## src/rtl/assert_macros.svh

```systemverilog
// assertion helpers included by ssmva_ctrl; empty when synthesizing
`ifndef ASSERT_MACROS_SVH
`define ASSERT_MACROS_SVH

`ifndef SYNTHESIS
`define SSMVA_ASSERT(lbl, expr) \
  lbl: assert property (@(posedge clk) disable iff (rst) (expr)) \
    else $error("assertion failed");
`define SSMVA_ASSERT_IMP(lbl, ante, cons) \
  lbl: assert property (@(posedge clk) disable iff (rst) (ante) |-> (cons)) \
    else $error("assertion failed");
`define SSMVA_ASSERT_NEXT(lbl, ante, cons) \
  lbl: assert property (@(posedge clk) disable iff (rst) (ante) |=> (cons)) \
    else $error("assertion failed");
`else
`define SSMVA_ASSERT(lbl, expr)
`define SSMVA_ASSERT_IMP(lbl, ante, cons)
`define SSMVA_ASSERT_NEXT(lbl, ante, cons)
`endif

`endif

```

## src/rtl/ssmva_pkg.sv

```systemverilog
// ----------------------------------------------------------------------------
// ssmva_pkg
// shared widths, opcodes, sequencer states and datapath control bundle
// ----------------------------------------------------------------------------
package ssmva_pkg;

  localparam int IDX_W = 12;
  localparam int VAL_W = 32;
  localparam int ACC_W = 64;
  localparam int LEN_W = 13;

  localparam int DEPTH_DEFAULT = 4096;
  localparam logic [LEN_W-1:0] LEN_RESET = 13'd4096;

  localparam logic [1:0] OP_LOAD = 2'd0;
  localparam logic [1:0] OP_TRIP = 2'd1;
  localparam logic [1:0] OP_READ = 2'd2;

  localparam logic ST_OK    = 1'b0;
  localparam logic ST_RANGE = 1'b1;

  localparam logic signed [ACC_W-1:0] ACC_MAX = {1'b0, {(ACC_W-1){1'b1}}};
  localparam logic signed [ACC_W-1:0] ACC_MIN = {1'b1, {(ACC_W-1){1'b0}}};

  typedef enum logic [3:0] {
    S_IDLE,
    S_LOAD,
    S_RD_ACC,
    S_EMIT,
    S_T_RD0,
    S_T_MUL0,
    S_T_WR0,
    S_T_RD1,
    S_T_WR1
  } state_t;

  typedef struct packed {
    logic vec_re;
    logic vec_we;
    logic vec_sel_col;
    logic acc_re;
    logic acc_we;
    logic acc_clr;
    logic acc_sel_col;
    logic mul_en;
  } ctl_t;

endpackage

```

## src/rtl/ssmva_ctrl.sv

```systemverilog
// ----------------------------------------------------------------------------
// ssmva_ctrl
// request sequencer, range check, length register and result register
// ----------------------------------------------------------------------------
`include "assert_macros.svh"

module ssmva_ctrl #(
  parameter int VECTOR_DEPTH = ssmva_pkg::DEPTH_DEFAULT
) (
  input  logic                                clk,
  input  logic                                rst,
  input  logic                                in_valid,
  output logic                                in_stall,
  input  logic        [1:0]                   opcode,
  input  logic        [ssmva_pkg::IDX_W-1:0]  row_index,
  input  logic        [ssmva_pkg::IDX_W-1:0]  col_index,
  input  logic signed [ssmva_pkg::VAL_W-1:0]  value,
  input  logic                                cfg_valid,
  output logic                                cfg_ready,
  input  logic        [ssmva_pkg::LEN_W-1:0]  cfg_data,
  output logic                                out_valid,
  input  logic                                out_stall,
  output logic        [ssmva_pkg::IDX_W-1:0]  result_index,
  output logic signed [ssmva_pkg::ACC_W-1:0]  result_value,
  output logic                                status,
  output ssmva_pkg::ctl_t                     ctl,
  output logic        [ssmva_pkg::IDX_W-1:0]  row_q,
  output logic        [ssmva_pkg::IDX_W-1:0]  col_q,
  output logic signed [ssmva_pkg::VAL_W-1:0]  val_q,
  input  logic signed [ssmva_pkg::ACC_W-1:0]  acc_data
);
  import ssmva_pkg::*;

  state_t             state, state_next;
  logic [1:0]         op_q;
  logic               err_q;
  logic [IDX_W-1:0]   idx_q;
  logic [LEN_W-1:0]   vector_length;
  logic               in_fire, cfg_fire;
  logic               row_ok, col_ok, err;
  logic               out_free, emit_load;

  assign in_fire  = in_valid && !in_stall;
  assign cfg_fire = cfg_valid && cfg_ready;
  assign out_free = !out_valid || !out_stall;

  assign row_ok = ({1'b0, row_index} < vector_length) && (32'(row_index) < 32'(VECTOR_DEPTH));
  assign col_ok = ({1'b0, col_index} < vector_length) && (32'(col_index) < 32'(VECTOR_DEPTH));
  assign err    = (opcode == OP_LOAD || opcode == OP_TRIP || opcode == OP_READ) &&
                  (!row_ok || (opcode == OP_TRIP && !col_ok));

  always_ff @(posedge clk) begin
    if (rst) begin
      state         <= S_IDLE;
      vector_length <= LEN_RESET;
      out_valid     <= 1'b0;
    end else begin
      state <= state_next;
      if (cfg_fire) begin
        vector_length <= cfg_data;
      end
      if (emit_load) begin
        out_valid <= 1'b1;
      end else if (!out_stall) begin
        out_valid <= 1'b0;
      end
    end
  end

  always_ff @(posedge clk) begin
    if (in_fire) begin
      op_q  <= opcode;
      row_q <= row_index;
      col_q <= col_index;
      val_q <= value;
      err_q <= err;
      idx_q <= (opcode == OP_TRIP && row_ok) ? col_index : row_index;
    end
    if (emit_load) begin
      result_index <= idx_q;
      result_value <= err_q ? '0 : acc_data;
      status       <= err_q ? ST_RANGE : ST_OK;
    end
  end

  always_comb begin
    state_next = state;
    case (state)
      S_IDLE: begin
        if (in_fire) begin
          if (err) begin
            state_next = S_EMIT;
          end else begin
            case (opcode)
              OP_LOAD: state_next = S_LOAD;
              OP_TRIP: state_next = S_T_RD0;
              OP_READ: state_next = S_RD_ACC;
              default: state_next = S_IDLE;
            endcase
          end
        end
      end
      S_LOAD:   state_next = S_IDLE;
      S_RD_ACC: state_next = S_EMIT;
      S_EMIT: begin
        if (out_free) begin
          state_next = S_IDLE;
        end
      end
      S_T_RD0:  state_next = S_T_MUL0;
      S_T_MUL0: state_next = S_T_WR0;
      S_T_WR0:  state_next = S_T_RD1;
      S_T_RD1:  state_next = S_T_WR1;
      S_T_WR1:  state_next = S_IDLE;
      default:  state_next = S_IDLE;
    endcase
  end

  always_comb begin
    ctl       = '0;
    in_stall  = 1'b1;
    emit_load = 1'b0;
    cfg_ready = 1'b1;
    case (state)
      S_IDLE: begin
        in_stall = 1'b0;
      end
      S_LOAD: begin
        ctl.vec_we  = 1'b1;
        ctl.acc_we  = 1'b1;
        ctl.acc_clr = 1'b1;
      end
      S_RD_ACC: begin
        ctl.acc_re = 1'b1;
      end
      S_EMIT: begin
        emit_load = out_free;
      end
      S_T_RD0: begin
        // v[row] and acc[col]
        ctl.vec_re      = 1'b1;
        ctl.acc_re      = 1'b1;
        ctl.acc_sel_col = 1'b1;
      end
      S_T_MUL0: begin
        ctl.mul_en      = 1'b1;
        ctl.vec_re      = 1'b1;
        ctl.vec_sel_col = 1'b1;
      end
      S_T_WR0: begin
        // write acc[col], multiply by v[col] into the freed product register
        ctl.acc_we      = 1'b1;
        ctl.acc_sel_col = 1'b1;
        ctl.mul_en      = 1'b1;
      end
      S_T_RD1: begin
        // read acc[row] after the col write so a diagonal sees it
        ctl.acc_re = 1'b1;
      end
      S_T_WR1: begin
        ctl.acc_we = 1'b1;
      end
      default: begin
        ctl = '0;
      end
    endcase
  end

  `SSMVA_ASSERT(a_acc_port_single, !(ctl.acc_we && ctl.acc_re))
  `SSMVA_ASSERT_IMP(a_sum_after_read, ctl.acc_we && !ctl.acc_clr,
                    $past(ctl.acc_re) || $past(ctl.acc_re, 2))
  `SSMVA_ASSERT_IMP(a_vec_write_load, ctl.vec_we, op_q == OP_LOAD && !err_q)
  `SSMVA_ASSERT_NEXT(a_emit_shows, state == S_EMIT && out_free, out_valid)

endmodule
```

## config.mk

```make
export PLATFORM = sky130hd
export DESIGN_NAME = ssmva_ctrl
export DESIGN_NICKNAME = d
export VERILOG_FILES = /design/src/rtl/ssmva_pkg.sv /design/src/rtl/ssmva_ctrl.sv
export VERILOG_INCLUDE_DIRS = /design/src /design/src/rtl
export SDC_FILE = /design/constraint.sdc
export NUM_CORES = 1
export LEC_CHECK = 0
export BUFFER_PORTS_ARGS = -buffer_cell sky130_fd_sc_hd__buf_4
export CAP_MARGIN = 30
export CORE_MARGIN = 2
export CORE_UTILIZATION = 43
export CTS_CLUSTER_SIZE = 16
export DETAILED_ROUTE_END_ITERATION = 10
export MAX_ROUTING_LAYER = met4
export PLACE_DENSITY = 0.75
export REMOVE_ABC_BUFFERS = 1
export SYNTH_ARGS = -nofsm -noshare
export SYNTH_HDL_FRONTEND = slang
export SYNTH_SLANG_ARGS = --single-unit
```

## constraint.sdc

```tcl
create_clock -name clk -period 6.6 [get_ports clk]
set_input_delay 0.66 -clock clk [delete_from_list [all_inputs] [get_ports clk]]
set_output_delay 0.66 -clock clk [all_outputs]
set_load 0.03 [all_outputs]
```

==> out/summary.md, run 1 <==
The analysis attributes to cell leakage a power of 0.00385 uW. Static timing analysis puts the maximum clock frequency at 389 MHz. Maximum count of clock buffers along a single path: 2. The filler cells instantiated in the layout total 1091. The number of enable-type register cells in the synthesized netlist works out to 146. Net switching is 25.2% of the power. From left edge to right edge, the die measures 127 um. After detailed routing, the number of remaining DRC violations is 0.

The number of cells on the worst reg-to-reg path is 7. The global route total overflow is 0, and the post-cts sizing count is 0. Buffers inserted during clock tree synthesis total 17.

Traced cell by cell, the critical path runs through inv_1 -> ha_1 -> a211oi_1 -> o32ai_1 -> a31oi_2 -> nand4b_2 -> mux2_4. Global routing used 20.0% of the available tracks. The average wire per standard cell is 17.7 um.

The run gives 0.00936 mm2 as the finished layout cell area. The clock tree synthesis step divided the H-tree into 4 levels. Row generation in the floorplan step produced 44 rows. The number of antenna diodes in the final layout is 0. The fraction of layout cells with a size suffix above 1 was 47.0%. The source of the worst register-to-register timing path is vector_length[10]$_SDFFE_PP0P_.

After synthesis, flip-flops and latches occupy 73.5% of the total area. Excluding fillers, the count of instances in the completed layout stands at 892. The clock drives 164 sinks. The run finished with clean final reports. Clock-pin slew was measured on the worst setup and hold paths at 0.06 ns. Once detailed placement completed, the half-perimeter wirelength came to 11.7 mm. The logs give 0.42 ns for the clock latency reported for the late side of the worst-skew pair and 0.0146 mm2 for the total core area. The congestion estimate from routability-driven global placement came to 0.821. The floorplan step set the die height to 127 um. The internal power component came out at 1960 uW. Tracing the worst setup path back leads to its startpoint at vector_length[10]$_SDFFE_PP0P_. Adding up every negative setup slack in the final design gives 0 ns. Wire length of the first global-routing pass: 23.5 mm.

The initial standard-cell utilization of the core is 44.3%. Summing all placed instances gives a cell area of 0.00875 mm2. At the worst endpoint, the arrival time is 2.74 ns.

The run gives 859 as the post-placement cell count. The most common library cell in the layout ignoring fill and taps was buf_4. The synthesized netlist contains 45 unique library cells. Time the worst path needs with I/O delays and setup: 2.57 ns. In the layout the commonest cells are buf_4, edfxtp_1, nor2b_1, nor2_1, ha_1.

Counting flops and latches in the post-synthesis netlist gives 164. In this run the worst path has a maximum fanout of 12. Setup violations remaining at the end of the flow were counted as 0. Kind of path behind the tightest hold check: in -> reg. A synthesized cell averages 15.8 um2.

The number of hold violations in the final report is 0, and the proportion of power drawn by flip-flops and latches is 47.5%. Buffers added to address setup during post-CTS repair amount to 0. The tree is rooted in a clkbuf_16. The worst pin sits at a relative slew slack of 46.2%. The final critical path takes up 39.0% of the cycle. The area growth from synthesis to layout is 44.9%. The total iterations of the first detailed-routing run was 6. The die area is 0.0160 mm2. At the worst endpoint, the required time is 6.77 ns.

The netlist area before placement is 0.00646 mm2, and the count of hold buffers inserted by post-cts repair is 0. The tools report the number of antenna violations at the first check in global routing as 0. STA classifies the critical path startpoint as a register. The fraction of synthesis flops using an asynchronous set or reset pin is 0%. The tools report the top-level port count as 284. Master of the slowest instance on the critical path: nand4b_2. The portion of total power attributed to combinational logic was 15.9%.

The predominant post-synthesis flop cell was edfxtp_1. The flop-to-flop setup slack was 4.03 ns; the count of buffers inserted at the top-level ports was 282. For the pin with the worst max-slew slack, the measured transition is 0.807 ns. Capture instance of the worst register-to-register path: idx_q[4]$_DFFE_PP_. Max-cap violations in this run came to 0.

TritonCTS built the clock tree. The synthesized netlist cell count came out at 408. The number of global-route vias before repair came out at 4351. Dividing the detail-routed via count by the number of cells gives 4.84. By startpoint and endpoint, the worst setup path is classified as reg -> reg. For this block, the routed nets add up to 15.8 mm of wire. The final route contains 4315 vias. Of the total power, the clock network draws 36.7%. In this run the remaining antenna-violating nets after routing total 0.

Entering global routing, the biggest net connects 78 pins. The tools report the clock skew as 0.00740 ns. Setup repair after global routing left no endpoint under its margin.

STA classifies the critical path endpoint as a register. The final count of pins violating max slew is 0, and the number of design-rule violations left by the first detailed-router iteration is 246. The startpoint identified for the worst hold timing path is value[17].

The biggest cell delay along the critical path is 0.51 ns, and the post-layout net count is 857. At the end of the flow the core is filled with cells to 64.1%. Yosys printed 0 warnings. The most critical setup path has its endpoint at idx_q[4]$_DFFE_PP_. The switching component of the power was 662 uW; the total power density per cell area was 281 mW/mm2. The run gives 171 uV as the worst IR drop on VDD.
[worst min path at each step]
stage / endpoint / cells after the start
after detailed placement: result_index[11]$_DFFE_PP_ / 0
after global placement: result_index[2]$_DFFE_PP_ / 0
after floorplan: result_index[0]$_DFFE_PP_ / 0
after global routing: val_q[15]$_DFFE_PP_ / 1
after CTS: val_q[8]$_DFFE_PP_ / 1
final: val_q[17]$_DFFE_PP_ / 1
[power by group through the flow]
stage	sequential [uW]	clock, uW	combinational [uW]
floorplan	1370	0	128
global placement	1270	0	410
detailed placement	1270	0	418
CTS	1250	979	421
global route	1250	1020	446
finish	1250	962	416
[synth_stat cells, types with 2 or more instances]
cell,number,area share (%)
nand2_1,5,0.29
nor3b_1,4,0.47
buf_2,4,0.31
a211o_1,2,0.27
inv_1,13,0.76
buf_4,2,0.23
mux2i_1,12,1.9
clkbuf_1,10,0.58
a211oi_1,5,0.58
nor3_1,3,0.23
and2_1,2,0.19
o21ai_0,6,0.47
o21a_1,2,0.23
a31oi_1,2,0.19
nand4b_1,3,0.41
nand2b_1,3,0.29
a21oi_1,11,0.85
nand3b_1,4,0.47
mux2_4,10,2.3
nor2_1,27,1.6
ha_1,22,4.3
xnor2_1,2,0.27
mux2_2,2,0.35
dfxtp_1,18,5.6
nor2b_1,67,6.5
nand3_1,3,0.23
edfxtp_1,146,68
[cell type report]
class	instances	area, um2	share of cell area, %
sequential	164	4740	50.7
timing repair buffer	286	2170	23.2
multi-input combinational	213	1590	17.0
clock buffer	21	450	4.81
tap	184	230	2.46
clock inverter	11	126	1.35
inverter	13	48.8	0.522
[state kept, by name (all words and copies together), names as in the netlist]
register	flops
result_value	64
val_q	32
vector_length	13
col_q	12
idx_q	12
result_index	12
row_q	12
state	4
err_q	1
out_valid	1
status	1
[routing by layer]
layer | up-vias | GRT usage, % | wire [um]
met1 | 2044 | 22.8 | 6050
met4 | 0 | 7.11 | 274
met3 | 19 | 5.78 | 1220
met5 | - | - | 0
met2 | 178 | 33.6 | 8290
li1 | 2074 | - | -
[per-stage QoR]
stage / power [uW] / hold slack (ns) / worst slack [ns]
after floorplan: 1500 / 0.400 / 1.31
after global placement: 1680 / 0.403 / 3.69
after detailed placement: 1690 / 0.406 / 3.62
after CTS: 2650 / 0.393 / 3.98
after global routing: 2720 / 0.398 / 3.83
final: 2620 / 0.410 / 4.03
[cell families after synthesis]
logic type | count (synthesis) | share of synthesized area, %
adder cells (fa/ha/maj) | 22 | 4.26
AO/OA/AOI/OAI | 38 | 3.90
multiplexers | 24 | 4.53
flip-flops | 164 | 73.5
buffers and inverters | 31 | 2.11
AND/OR/NAND/NOR | 126 | 11.4
XOR/XNOR | 2 | 0.271
other | 1 | 0.0581
[critical path, delay by kind of cell, from the launching register on]
kind,cells,cell delay [ns]
compound gates,3,0.60
fa+ha+maj,1,0.30
buf+inv,1,0.08
flops,1,0.34
mux,1,0.47
simple gates,1,0.51
No activity file was read; power rests on OpenSTA's default activity.
==> run 2: changes to the inputs <==
--- a/config.mk
+++ b/config.mk
@@ -13,7 +13,7 @@
 export CTS_CLUSTER_SIZE = 16
 export DETAILED_ROUTE_END_ITERATION = 10
 export MAX_ROUTING_LAYER = met4
-export PLACE_DENSITY = 0.75
+export PLACE_DENSITY = 0.78
 export REMOVE_ABC_BUFFERS = 1
 export SYNTH_ARGS = -nofsm -noshare
 export SYNTH_HDL_FRONTEND = slang
==> constraint.sdc (replaced) <==
create_clock -name clk -period 2.13 [get_ports clk]
set_input_delay 0.213 -clock clk [delete_from_list [all_inputs] [get_ports clk]]
set_output_delay 0.213 -clock clk [all_outputs]
set_load 0.03 [all_outputs]
==> run 2 against run 1 <==
Against the previous run:
- largest power group unchanged
- combinational power increased to 3.6 times the previous value
- sequential power increased to 3.1 times the previous value
- first-iteration DRC count decreased by 26%
- worst hold slack got worse by 0.38 ns
- the flow now finishes with violations (negative setup slack)
==> out/summary.md, run 2 (synthesis gave the netlist of run 1 again) <==
The flow ran to the end, but the final reports show violations. The checks that failed: negative setup slack. For the flop-to-flop setup slack, the log shows -0.04 ns (was 4.03 ns). The worst reg2reg path depth is 8 (was 7). The tools report the total iterations of the first detailed-routing run as 6 (unchanged). The kind of critical path was reg -> reg (unchanged).

Horizontal extent of the die: 127 um (unchanged). Clock slew at the register clock pins of the worst setup and hold paths: 0.06 ns (about the same). Top Registers: result_value x64, val_q x32, vector_length x13 (unchanged).

The clock sink total is 164 (unchanged), and the area after detailed placement is 0.00887 mm2 (was 0.00875 mm2). The number of levels the H-tree was split into was 4 (unchanged). The post-detailed-route via-to-cell ratio is 4.86 (was 4.84), and the max-cap violation count is 0 (unchanged). The tools report the finished layout cell area as 0.0102 mm2 (was 0.00936 mm2). The kind of path behind the tightest hold check was in -> reg (unchanged). Most common library cell in the layout ignoring fill and taps: buf_4 (unchanged). The launch instance of the worst min-delay path was col_index[8] (was value[17]). The top-level port count was 284 (unchanged); the total wire length was 17.4 mm (was 15.8 mm). Setup repair after global routing could not meet its margin everywhere.

The total global routing track utilization is 22.1% (was 20.0%), and the count of buffers inserted at the top-level ports is 282 (unchanged). For the core utilization of the finished layout, the log shows 69.8% (was 64.1%). Beginning of the critical path: vector_length[10]$_SDFFE_PP0P_ (unchanged). End point of the worst hold path: col_q[8]$_DFFE_PP_ (was val_q[17]$_DFFE_PP_). The number of antenna violations at the first check in global routing is 1 (was 0), and the layout-stage area growth over the synthesis result is 57.7% (was 44.9%). Critical path startpoint category: a register (unchanged).

The slew at the pin closest to its max-slew limit was 0.648 ns (was 0.807 ns); the wire length of the first global-routing pass was 25.7 mm (was 23.5 mm). The tools report the clock latency reported for the late side of the worst-skew pair as 0.42 ns (about the same). The tools report the critical path endpoint category as a register (unchanged). The number of endpoints failing setup at the final stage is 12 (was 0), and the overall die height is 127 um (unchanged). The run gives 44.3% (unchanged) as the initial standard-cell utilization of the core.

Final count of pins violating max slew: 0 (unchanged). For the largest net degree at the start of global routing, the log shows 70 (was 78). The final worst setup slack was -0.0446 ns (was 4.03 ns); the relative max-transition margin was 56.8% (was 46.2%). The post-route worst hold slack was 0.0264 ns (was 0.410 ns).

Remaining routing DRC violations: 0 (unchanged). TritonCTS built the clock tree. The HPWL after detailed placement came out at 12.1 mm (was 11.7 mm).

The flip-flop count of the largest register after layout is 64 (unchanged), and the clock skew is 0.00766 ns (was 0.00740 ns). Post-layout net count: 923 (was 857). The share of the clock period used by the worst path works out to 102% (was 39.0%).

The cell depth of the worst min-delay path was 1 (unchanged). The number of design-rule violations left by the first detailed-router iteration is 183 (was 246). Capture instance of the worst register-to-register path: idx_q[11]$_DFFE_PP_ (was idx_q[4]$_DFFE_PP_). The die area came out at 0.0160 mm2 (unchanged). For the number of global-route vias before repair, the log shows 4709 (was 4351). The number of placement rows is 44 (unchanged). The run gives 0.821 (about the same) as the placer's final routability congestion estimate. The largest fanout on the critical path is 3 (was 12). The time the worst path needs with I/O delays and setup is 2.17 ns (was 2.57 ns), and the number of hold violations in the final report is 0 (unchanged). Register with the highest flop count: result_value (unchanged).

The run gives 532 uV (was 171 uV) as the worst IR drop on VDD. The static leakage was 0.00419 uW (was 0.00385 uW). For the global route total overflow, the log shows 0 (unchanged). The number of buffers created by CTS was 17 (unchanged). The signal arrival time at the worst endpoint is 2.34 ns (was 2.74 ns). The run gives 2.30 ns (was 6.77 ns) as the worst path required time. Average wire per standard cell: 18.2 um (was 17.7 um). The fraction of layout cells with a size suffix above 1 came out at 46.4% (was 47.0%). The maximum achievable frequency was 460 MHz (was 389 MHz). Library cell used as clock root buffer: clkbuf_16 (unchanged). The number of vias in the routed layout was 4660 (was 4315).

The logs give 0.0146 mm2 (unchanged) for the total core area and 0 (unchanged) for the residual antenna-violating net count after detailed routing. Source of the worst register-to-register timing path: vector_length[10]$_SDFFE_PP0P_ (unchanged). For the maximum count of clock buffers along a single path, the log shows 2 (unchanged). Most frequent cells in the layout: buf_4, edfxtp_1, nor2b_1, dlygate4sd3_1, nor2_1 (was buf_4, edfxtp_1, nor2b_1, nor2_1, ha_1).

The total power density per cell area works out to 831 mW/mm2 (was 281 mW/mm2).
==> run 2: changes by cell type in the layout (fill, tap and decap cells not counted), sizes merged <==
cell         change
dlygate4sd3     +56
buf              +9
clkinvlp         -3
bufinv           +2
clkbuf           +2
diode            +2
inv              -2
clkinv           +1
==> run 2: metal layers <==
layer | wire [um] | vias up | track usage, %
met1 | 6860 | 2225 | 25.9
met3 | 1240 | 27 | 5.40
met4 | 424 | 0 | 9.76
met5 | 0 | - | -
met2 | 8920 | 198 | 36.2
li1 | - | 2210 | -
==> run 2: stage by stage <==
stage / TNS (ns) / power [uW] / cells / setup WS [ns]
floorplan: -292.14 / 4640 / 390 / -3.16
global placement: -0.00343 / 5230 / 868 / -0.00343
detailed placement: -0.103 / 5270 / 868 / -0.0177
CTS: -0.0635 / 8480 / 955 / -0.0145
global route: -1.37 / 8760 / 958 / -0.129
finish: -0.249 / 8460 / 959 / -0.0446
==> run 2: final cells by class <==
class	instances	area, um2
timing repair buffer	352	2850
fill	983	4410
multi-input combinational	213	1700
inverter	13	48.8
clock inverter	9	155
antenna	2	5.00
tap	184	230
sequential	164	4750
clock buffer	22	444
==> run 2: critical path, stage by stage (launching register included) <==
cell,delay [ns]
dfxtp_2,0.33
inv_2,0.05
ha_4,0.27
nand4b_1,0.23
nor2_2,0.18
o211ai_1,0.19
nand4b_4,0.19
buf_4,0.16
mux2_2,0.33
==> run 2: what timing repair did <==
action	4_1_cts	5_1_grt
hold buffers	56	0
pin swaps	2	6
gates resized for setup	5	18
cloned	0	1
hold endpoints to repair	56	0
endpoints found under the setup margin	15	14
setup buffers	0	1
==> run 2: power breakdown <==
group / switching (uW) / leakage (uW) / internal (uW)
Clock: 1170 / 0.000288 / 1950
Combinational: 831 / 0.00239 / 659
Sequential: 65.7 / 0.00151 / 3780
==> run 2: how the worst max path moves through the flow <==
stage	slack, ns	cells after the start	endpoint
2_1_floorplan	-3.16	3	result_index[0]$_DFFE_PP_
3_3_place_gp	-0.003	8	idx_q[0]$_DFFE_PP_
3_5_place_dp	-0.02	7	state[0]$_SDFFE_PP0P_
4_1_cts	-0.01	8	idx_q[1]$_DFFE_PP_
5_1_grt	-0.13	8	idx_q[5]$_DFFE_PP_
6_report	-0.04	8	idx_q[11]$_DFFE_PP_
==> run 3: changes to the inputs <==
--- a/config.mk
+++ b/config.mk
@@ -15,6 +15,7 @@
 export MAX_ROUTING_LAYER = met4
 export PLACE_DENSITY = 0.78
 export REMOVE_ABC_BUFFERS = 1
+export SETUP_SLACK_MARGIN = 0.4
 export SYNTH_ARGS = -nofsm -noshare
 export SYNTH_HDL_FRONTEND = slang
 export SYNTH_SLANG_ARGS = --single-unit
==> run 3 against run 2 <==
Against the previous run:
- the flow still finishes with violations (negative setup slack)
- die area unchanged
- setup slack worse by 0.051 ns
- largest power group unchanged
- design area up 2.5%
- clock power about the same
- highest routed layer unchanged
- global-route usage up 1.1 points
- via count up 2.0%
==> out/summary.md, run 3 (synthesis gave the netlist of run 1 again) <==
For the internal power component, the log shows 6480 uW (was 6390 uW). The layout-stage area growth over the synthesis result came out at 61.6% (was 57.7%). The post-route worst hold slack came out at 0.0220 ns (was 0.0264 ns). The clock slew at the register clock pins of the worst setup and hold paths was 0.06 ns (about the same); the total power was 8590 uW (was 8460 uW).

The logs give 2110 uW (was 2070 uW) for the switching component of the power and 0.0160 mm2 (unchanged) for the die area. Met1 usage: 27.2% (was 25.9%). The signal arrival time at the worst endpoint was 2.39 ns (was 2.34 ns); the number of levels the H-tree was split into was 4 (unchanged). The worst reg2reg path depth is 8 (unchanged), and the HPWL after detailed placement is 12.1 mm (unchanged). The met2 global-route usage is 38.0% (was 36.2%), and the count of buffers inserted at the top-level ports is 282 (unchanged).

The total core area came out at 0.0146 mm2 (unchanged). The tools report the worst IR drop on VDD as 529 uV (was 532 uV). The logs give -0.0951 ns (was -0.0446 ns) for the final worst setup slack and 44 (unchanged) for the number of placement rows. The most common library cell in the layout ignoring fill and taps is buf_4 (unchanged). Most frequent cells in the layout: buf_4, edfxtp_1, nor2b_1, dlygate4sd3_1, nor2_1 (unchanged).

Setup repair after global routing could not meet its margin everywhere. The maximum count of clock buffers along a single path is 2 (unchanged), and the number of design-rule violations left by the first detailed-router iteration is 212 (was 183). The proportion of power drawn by flip-flops and latches was 44.8% (was 45.5%); the switching power as a share of total power was 24.5% (was 24.4%).

The final cell count without fillers came out at 967 (was 959). Master of the slowest instance on the critical path: dfxtp_1 (was dfxtp_2). The tools report the remaining routing DRC violations as 0 (unchanged). The run finished, with violations left. The clock skew is 0.0103 ns (was 0.00766 ns), and the total power density per cell area is 823 mW/mm2 (was 831 mW/mm2). The total wire length was 18.1 mm (was 17.4 mm); the time the worst path needs with I/O delays and setup was 2.23 ns (was 2.17 ns). The logs give 4 (was 6) for the total iterations of the first detailed-routing run and 932 (was 923) for the post-layout net count.

TritonCTS built the clock tree. The number of endpoints failing setup at the final stage was 12 (unchanged). The fraction of layout cells with a size suffix above 1 came out at 49.6% (was 46.4%). Top Registers: result_value x64, val_q x32, vector_length x13 (unchanged). The overall die height was 127 um (unchanged); the wire length of the first global-routing pass was 26.9 mm (was 25.7 mm).

The number of global-route vias before repair is 4819 (was 4709), and the total global routing track utilization is 23.2% (was 22.1%). Pre-CTS setup slack: -0.0177 ns (unchanged). The global route total overflow is 0 (unchanged).

The biggest cell delay along the critical path was 0.34 ns (was 0.33 ns); the static leakage was 0.00430 uW (was 0.00419 uW). The final count of pins violating max slew was 0 (unchanged); the slew at the pin closest to its max-slew limit was 0.647 ns (was 0.648 ns). The top-level port count was 284 (unchanged); the number of antenna violations at the first check in global routing was 1 (unchanged).

The placer's final routability congestion estimate is 0.821 (unchanged), and the clock latency reported for the late side of the worst-skew pair is 0.42 ns (about the same). The horizontal extent of the die was 127 um (unchanged); the maximum achievable frequency was 449 MHz (was 460 MHz). The cell depth of the worst min-delay path works out to 1 (unchanged). Failing checks: negative setup slack (unchanged).

The core utilization of the finished layout was 71.5% (was 69.8%); the share of the clock period used by the worst path was 104% (was 102%). The average wire per standard cell was 18.7 um (was 18.2 um). The global-route met3 utilization came out at 5.44% (was 5.40%). The critical path endpoint category was a register (unchanged). The number of inserted filler cells in the final layout is 940 (was 983). The flip-flop count of the largest register after layout came out at 64 (unchanged). Largest net degree at the start of global routing: 66 (was 70). The run gives 56.9% (was 56.8%) as the relative max-transition margin. Kind of path behind the tightest hold check: in -> reg (unchanged). The tools report the number of vias in the routed layout as 4752 (was 4660). Library cell used as clock root buffer: clkbuf_16 (unchanged). The tools report the portion of total power attributed to combinational logic as 18.8% (was 17.6%). The clock sink total is 164 (unchanged), and the max-cap violation count is 0 (unchanged). Register with the highest flop count: result_value (unchanged). Most used routing layer in global routing: met2 (unchanged).

The kind of critical path was reg -> reg (unchanged). The tools report the number of hold violations in the final report as 0 (unchanged). The post-detailed-route via-to-cell ratio came out at 4.91 (was 4.86). The residual antenna-violating net count after detailed routing is 0 (unchanged), and the post-placement cell count is 868 (unchanged). Worst path required time: 2.30 ns (about the same). Critical path startpoint category: a register (unchanged). For the initial standard-cell utilization of the core, the log shows 44.3% (unchanged). Worst-path cell chain: inv_1 -> ha_1 -> a21oi_1 -> nor2_1 -> a31oi_2 -> nand4b_4 -> buf_12 -> mux2_4 (was inv_2 -> ha_4 -> nand4b_1 -> nor2_2 -> o211ai_1 -> nand4b_4 -> buf_4 -> mux2_2).

The part of the total power dissipated in the clock network was 36.4% (was 36.9%); the number of buffers created by CTS was 17 (unchanged). The largest fanout on the critical path works out to 5 (was 3).
run 3: changes by cell type in the layout (fill, tap and decap cells not counted), sizes merged:
cell	change
diode	-1
clkbuf	-1
buf	+13
bufbuf	+1
dlygate4sd3	-4
run 3: worst paths after layout:
| path | from | slack, ns | endpoint |
|---|---|---|---|
| setup / recovery | vector_length[6]$_SDFFE_PP0P_ | -0.1 | idx_q[1]$_DFFE_PP_ |
| hold / removal | row_index[10] | 0.02 | row_q[10]$_DFFE_PP_ |
| setup reg to reg | vector_length[6]$_SDFFE_PP0P_ | -0.1 | idx_q[1]$_DFFE_PP_ |
| hold reg to reg | idx_q[11]$_DFFE_PP_ | 0.42 | result_index[11]$_DFFE_PP_ |
run 3: through the flow:
stage               cell area, um2   TNS, ns
floorplan                     6370   -292.14
global placement              8870  -0.00343
detailed placement            8870    -0.103
CTS                          10300   -0.0493
global route                 10400     -1.63
finish                       10400    -0.982
run 3: area by class of cell:
type / instances / area (um2) / area share [%]
clock buffers: 22 / 444 / 4.26
repair buffers: 361 / 3000 / 28.7
flip-flops and latches: 164 / 4750 / 45.6
well taps: 184 / 230 / 2.21
multi-input cells: 213 / 1800 / 17.2
diodes: 1 / 2.50 / 0.0240
clock inverters: 9 / 155 / 1.49
inverters: 13 / 48.8 / 0.468
run 3: what timing repair did:
item                                    CTS  global route
gates cloned                              3             2
endpoints found under the setup margin  168            79
pin swaps                                14             8
resized for setup                        39            16
buffers inserted                          5             5
endpoints found under the hold margin    53             0
hold buffers                             52             0
run 3: routing by layer:
metal / vias up / wire (um)
li1: 2222 / -
met1: 2270 / 6920
met2: 217 / 9270
met3: 43 / 1300
met4: 0 / 603
met5: - / 0
run 3: power by group through the flow:
stage               clock network, uW  logic (uW)  registers [uW]
global placement                    0        1320            3910
finish                           3120        1620            3850
CTS                              3180        1550            3850
detailed placement                  0        1360            3910
floorplan                           0         397            4240
global route                     3320        1710            3870
run 3: critical path, delay by kind of cell, from the launching register on:
| family | cells | cell delay [ns] |
|---|---|---|
| fa+ha+maj | 1 | 0.30 |
| compound gates | 2 | 0.48 |
| mux | 1 | 0.29 |
| simple gates | 2 | 0.29 |
| buf+inv | 2 | 0.28 |
| flops | 1 | 0.34 |
